===== src/bc_pkg.sv =====
// Shared types, codes and constants for the betweenness centrality block.
// No dependencies.
`default_nettype none
package bc_pkg;

  // Field widths fixed by the item format
  localparam int unsigned MODE_W   = 2;
  localparam int unsigned FIELD_W  = 13;
  localparam int unsigned VTX_W    = 8;
  localparam int unsigned SCORE_W  = 48;
  localparam int unsigned COUNT_W  = 32;
  localparam int unsigned FRAC_W   = 16;
  localparam int unsigned NV_W     = 9;
  localparam int unsigned NE_W     = 13;
  localparam int unsigned ADDR_W   = 3;
  localparam int unsigned DATA_W   = 32;
  // Multiplicand of one dependency term: 1.0 + delta, below 2^49
  localparam int unsigned TERM_W   = SCORE_W + 1;
  localparam int unsigned PROD_W   = TERM_W + COUNT_W;

  localparam int unsigned DEF_MAX_VERTICES     = 256;
  localparam int unsigned DEF_MAX_EDGES        = 4096;
  localparam int unsigned DEF_MAX_PREDECESSORS = 16;

  localparam logic [MODE_W-1:0] MODE_OFFSET = 2'd0;
  localparam logic [MODE_W-1:0] MODE_NBR    = 2'd1;
  localparam logic [MODE_W-1:0] MODE_RUN    = 2'd2;
  localparam logic [MODE_W-1:0] MODE_READ   = 2'd3;

  localparam logic KIND_DONE = 1'b0;
  localparam logic KIND_READ = 1'b1;

  localparam logic REG_NV = 1'b0;
  localparam logic REG_NE = 1'b1;

  // Controller states, also the command to the datapath
  localparam int unsigned OP_W = 5;
  localparam logic [OP_W-1:0] OP_IDLE   = 5'd0;
  localparam logic [OP_W-1:0] OP_CLR    = 5'd1;
  localparam logic [OP_W-1:0] OP_INIT   = 5'd2;
  localparam logic [OP_W-1:0] OP_SEED   = 5'd3;
  localparam logic [OP_W-1:0] OP_QRD    = 5'd4;
  localparam logic [OP_W-1:0] OP_QV     = 5'd5;
  localparam logic [OP_W-1:0] OP_QRANGE = 5'd6;
  localparam logic [OP_W-1:0] OP_ERD    = 5'd7;
  localparam logic [OP_W-1:0] OP_EW     = 5'd8;
  localparam logic [OP_W-1:0] OP_EUPD   = 5'd9;
  localparam logic [OP_W-1:0] OP_RSTART = 5'd10;
  localparam logic [OP_W-1:0] OP_RRD    = 5'd11;
  localparam logic [OP_W-1:0] OP_RW     = 5'd12;
  localparam logic [OP_W-1:0] OP_RCEN   = 5'd13;
  localparam logic [OP_W-1:0] OP_PRD    = 5'd14;
  localparam logic [OP_W-1:0] OP_PP     = 5'd15;
  localparam logic [OP_W-1:0] OP_PSTART = 5'd16;
  localparam logic [OP_W-1:0] OP_PWAIT  = 5'd17;
  localparam logic [OP_W-1:0] OP_PADD   = 5'd18;
  localparam logic [OP_W-1:0] OP_NEXT   = 5'd19;
  localparam logic [OP_W-1:0] OP_DONE   = 5'd20;

  typedef struct packed {
    logic [OP_W-1:0] op;
    logic            accept;
  } cmd_t;

  typedef struct packed {
    logic clr_last;
    logic init_last;
    logic n_zero;
    logic q_more;
    logic e_more;
    logic w_in;
    logic r_more;
    logic k_more;
    logic div_done;
    logic src_last;
  } sts_t;

endpackage
`default_nettype wire


===== src/bc_ctrl.sv =====
// Sequencer for load, read and compute items: walks the breadth-first pass,
// the reverse pass and the dependency updates. Depends on bc_pkg.
`default_nettype none
module bc_ctrl (
  input  wire logic                       clk_i,
  input  wire logic                       rst_ni,
  input  wire logic                       start,
  input  wire logic [bc_pkg::MODE_W-1:0]  mode_i,
  input  wire bc_pkg::sts_t               sts_i,
  output bc_pkg::cmd_t                    cmd_o,
  output logic                            busy
);
  import bc_pkg::*;

  logic [OP_W-1:0] state_q, state_d;
  logic            accept;

  assign accept = start & (state_q == OP_IDLE);

  always_comb begin
    state_d = state_q;
    case (state_q)
      OP_IDLE:   if (accept && mode_i == MODE_RUN) state_d = OP_CLR;
      OP_CLR:    if (sts_i.clr_last) state_d = sts_i.n_zero ? OP_DONE : OP_INIT;
      OP_INIT:   if (sts_i.init_last) state_d = OP_SEED;
      OP_SEED:   state_d = OP_QRD;
      OP_QRD:    state_d = sts_i.q_more ? OP_QV : OP_RSTART;
      OP_QV:     state_d = OP_QRANGE;
      OP_QRANGE: state_d = OP_ERD;
      OP_ERD:    state_d = sts_i.e_more ? OP_EW : OP_QRD;
      OP_EW:     state_d = sts_i.w_in ? OP_EUPD : OP_ERD;
      OP_EUPD:   state_d = OP_ERD;
      OP_RSTART: state_d = OP_RRD;
      OP_RRD:    state_d = sts_i.r_more ? OP_RW : OP_NEXT;
      OP_RW:     state_d = OP_RCEN;
      OP_RCEN:   state_d = OP_PRD;
      OP_PRD:    state_d = sts_i.k_more ? OP_PP : OP_RRD;
      OP_PP:     state_d = OP_PSTART;
      OP_PSTART: state_d = OP_PWAIT;
      OP_PWAIT:  if (sts_i.div_done) state_d = OP_PADD;
      OP_PADD:   state_d = OP_PRD;
      OP_NEXT:   state_d = sts_i.src_last ? OP_DONE : OP_INIT;
      OP_DONE:   state_d = OP_IDLE;
      default:   state_d = OP_IDLE;
    endcase
  end

  always_ff @(posedge clk_i or negedge rst_ni) begin
    if (!rst_ni) begin
      state_q <= OP_IDLE;
    end else begin
      state_q <= state_d;
    end
  end

  assign cmd_o.op     = state_q;
  assign cmd_o.accept = accept;
  assign busy         = (state_q != OP_IDLE);

endmodule
`default_nettype wire


===== config.mk =====
export PLATFORM = sky130hd
export DESIGN_NAME = bc_ctrl
export DESIGN_NICKNAME = d
export VERILOG_FILES = /design/src/bc_pkg.sv /design/src/bc_ctrl.sv
export SDC_FILE = /design/constraint.sdc
export NUM_CORES = 1
export LEC_CHECK = 0
export BUFFER_PORTS_ARGS = -buffer_cell sky130_fd_sc_hd__buf_4
export CAP_MARGIN = 0
export CORE_MARGIN = 4
export CORE_UTILIZATION = 30
export CTS_CLUSTER_DIAMETER = 60
export DETAILED_ROUTE_END_ITERATION = 10
export GPL_ROUTABILITY_DRIVEN = 0
export PLACE_DENSITY = 0.52
export SLEW_MARGIN = 20
export SYNTH_ARGS = -nofsm -noshare
export SYNTH_HDL_FRONTEND = slang
export SYNTH_SLANG_ARGS = --single-unit

===== constraint.sdc =====
create_clock -name clk_i -period 1.6 [get_ports clk_i]
set_input_delay 0.32 -clock clk_i [delete_from_list [all_inputs] [get_ports clk_i]]
set_output_delay 0.32 -clock clk_i [all_outputs]
set_load 0.03 [all_outputs]

==> out/qor.log <==
[sta] minimum period implied by the final worst setup slack 1.59 ns
[setup_path] slowest stage cell on the critical path dfrtp_2
[setup_path] Crit. End Element output pin
[finish] register name with the most flops state_q
[setup_path] worst flop-to-flop path startpoint state_q[2]
[clock_tree] Bufs on Longest Clock Path 2
[route] routed vias/inst 5.39
[sta] Fin. Hold Viols 0
[job] max capacitance violation total 0
[sta] final worst hold slack 0.291 ns
[finish] final std cell area, no fill 968 um^2
[finish] fraction of final layout cells with drive strength greater than 1 0.487
[yosys] library cells used by synthesis 44
[route] total wire length 1970 um
[status] outcome finished clean
[route] count of unresolved DRC violations after routing 0
[clock_tree] number of buffers created by CTS 3
[setup_path] slack of the worst reg-to-reg path 0.03 ns
[setup_path] required time at the worst-slack endpoint 1.28 ns
[route] wire length per cell 14.1 um
[global_route] number of global-route vias before repair 675
[floorplanning] horizontal die dimension 53.2 um
[global_route] maximum number of pins on one net before global-route repair 18
[setup_path] Critical Path Fanout Max 6
[clock_tree] Clk pin slew, worst setup/hold paths 0.05 ns
[global_route] Total Routing Usage GR 0.143
[sta] clk_skew 0.00754 ns
[floorplanning] height of the chip 53.2 um
[setup_path] cell depth of the worst setup path 3
[setup_path] ordered cell list for the critical path nor3_4, and3_4, buf_6
[yosys] combined area of all synthesized cells 612 um^2
[setup_path] worst setup path category register to output pin
[finish] area of combinational cells with multiple inputs 449 um^2
[finish] flip-flop count of the largest register, all copies and words added 5
[yosys] flops & latches, synth 5
[floorplanning] core box area 0.00194 mm^2
[placement] minimum setup slack after placement 0.0390 ns
[sta] final count of pins violating max slew 0
[setup_path] biggest cell delay along the critical path 0.46 ns
[yosys] asr flop ratio synth 1.00
[setup_path] cell depth of the worst flop-to-flop path 5
[yosys] most used flip-flop cell after synthesis dfrtp_1
[yosys] Mapped Nets 94
[route] count of routing violations after the opening detailed-route iteration 18
[setup_path] data arrival time of the critical path 1.27 ns
[finish] Fill cells 187
[yosys] Seq/Total Area, Yosys 0.204
[global_route] Overflow after GRT 0
[finish] area growth from synthesis to layout 58.3%
[setup_path] destination of the critical timing path cmd_o[0]
[clock_tree] H-tree levels 1
[sta] setup slack after layout 0.00871 ns
[route] total number of vias 754
[route] 1st-pass router iterations 5
[setup_path] endpoint of the most critical register-to-register path state_q[1]
[global_route] initial antenna violation count 0
[setup_path] Critical Path Start Type register
[route] Antenna Nets Post-Route 0
[placement] count of input and output buffers 21
[setup_path] Worst path top cell family by delay flip-flops
[finish] number of antenna diodes 0
[yosys] mean cell area of the mapped netlist 7.74 um^2
[worst_hold_path] Min-Delay Path Class input port to register
[global_route] wire length of the first global-routing pass 2980 um
[setup_path] startpoint of the most critical setup path state_q[2]
[clock_tree] CTS Root Buffer Type clkbuf_4
[floorplanning] initial cell density of the core 0.315
[floorplanning] Die Footprint 0.00283 mm^2
[power] power density of the placed cells 2200 mW/mm^2
[setup_path] crit path buf inv count 1
[floorplanning] cell row count 16
[placement] total half-perimeter wirelength after legalization and detailed placement 1420 um
[sta] setup repair after global routing missed its margin yes
[clock_tree] clock sink count 5
[floorplanning] ports placed on the boundary 22
[yosys] number of enable flip-flop cells after synthesis 0
[power] peak supply drop 1.38 mV
[sta] fin crit share 0.995
[sta] Final setup viols 0
[finish] FF/Latch Area 130 um^2
[sta] worst-margin pin slew 0.369 ns
[worst_hold_path] start point of the worst min-delay path sts_i[1]
[yosys] cells after synthesis 79
[clock_tree] CTS tree yes
[yosys] count of yosys warnings during synthesis 0
[sta] timing-limited maximum frequency 0.628 GHz
[finish] number of nets in the finished design 129
[power] leakage power 0.432 nW
[sta] worst relative slew slack 0.750
[placement] area post-placement 806 um^2
[finish] biggest registers after layout state_q x5
[clock_tree] clock latency on the worst-skew pair 0.25 ns
## metal layers
layer | part of all wire | up-vias | track usage
li1 | - | 370 | -
met1 | 0.44 | 364 | 0.180
met2 | 0.52 | 20 | 0.248
met3 | 0.043 | 0 | 0.0451
met4 | 0 | 0 | 0.00851
met5 | 0 | - | 0
## kinds of logic after synthesis
logic type,synth area share
AOI/OAI and AO/OA,0.288
xor gates and xnor gates,0.0143
buffers and inverters,0.123
DFF,0.204
muxes,0.0184
and+or+nand+nor,0.352
## per-stage QoR
stage	power (mW)	util	TNS (ns)	instances
3_5_place_dp	1.65	0.415	0	125
3_3_place_gp	1.65	0.415	0	125
2_1_floorplan	1.29	-	0	79
4_1_cts	1.94	0.460	-0.0311	134
6_report	2.13	0.499	0	140
5_1_grt	2.27	0.499	-0.0910	140
## where the power goes
| part | total, mW | internal (mW) | leakage, nW | switching, mW |
|---|---|---|---|---|
| registers | 0.337 | 0.202 | 0.0587 | 0.135 |
| logic | 1.65 | 0.808 | 0.358 | 0.842 |
| clock network | 0.148 | 0.0944 | 0.0150 | 0.0538 |
## worst min-delay path by stage
stage               slack, ns         end  cells past startpoint
global placement         0.12  state_q[2]                      1
detailed placement       0.12  state_q[2]                      1
global route             0.28  state_q[4]                      2
finish                   0.29  state_q[4]                      2
CTS                      0.29  state_q[4]                      2
floorplan                0.02  state_q[0]                      0
## what timing repair did
item                                    CTS  global route
pin swaps                                 2             3
gates resized for setup                   5            10
endpoints found under the setup margin    2             4
endpoints found under the hold margin     5             0
hold buffers                              1             0
gates cloned                              0             0
setup buffers                             4             6
## cells in the final DEF (no fill, tap or decap), types with 2 or more instances in the layout
cell and count:
nor2b_1 2, nand2b_1 2, nor3b_1 2, a31oi_1 2, nand4_1 3, clkbuf_4 3, buf_4 33, dfrtp_2 4
nand3_1 2, nor2_1 6, inv_1 4, a21oi_1 3, buf_6 5, nand2_1 5
## synth_stat cells (2+ instances only)
master | count | share of area
nor2_1 | 7 | 0.043
buf_2 | 6 | 0.049
dfrtp_1 | 5 | 0.20
nand2_1 | 5 | 0.031
inv_1 | 4 | 0.025
a21oi_1 | 3 | 0.025
nand4_1 | 3 | 0.031
a31oi_1 | 2 | 0.020
and3_1 | 2 | 0.020
buf_6 | 2 | 0.037
nand2b_1 | 2 | 0.020
nand3_1 | 2 | 0.016
nor2b_1 | 2 | 0.020
nor3b_1 | 2 | 0.025
o21ai_1 | 2 | 0.016
o32ai_1 | 2 | 0.029
## area by class of cell
class	count	share of cell area
Tap cell	27	0.0349
Multi-Input combinational cell	61	0.464
Timing Repair Buffer	39	0.324
Inverter	4	0.0155
Clock buffer	4	0.0271
Sequential cell	5	0.134
Power figures use the tool's default switching activity.
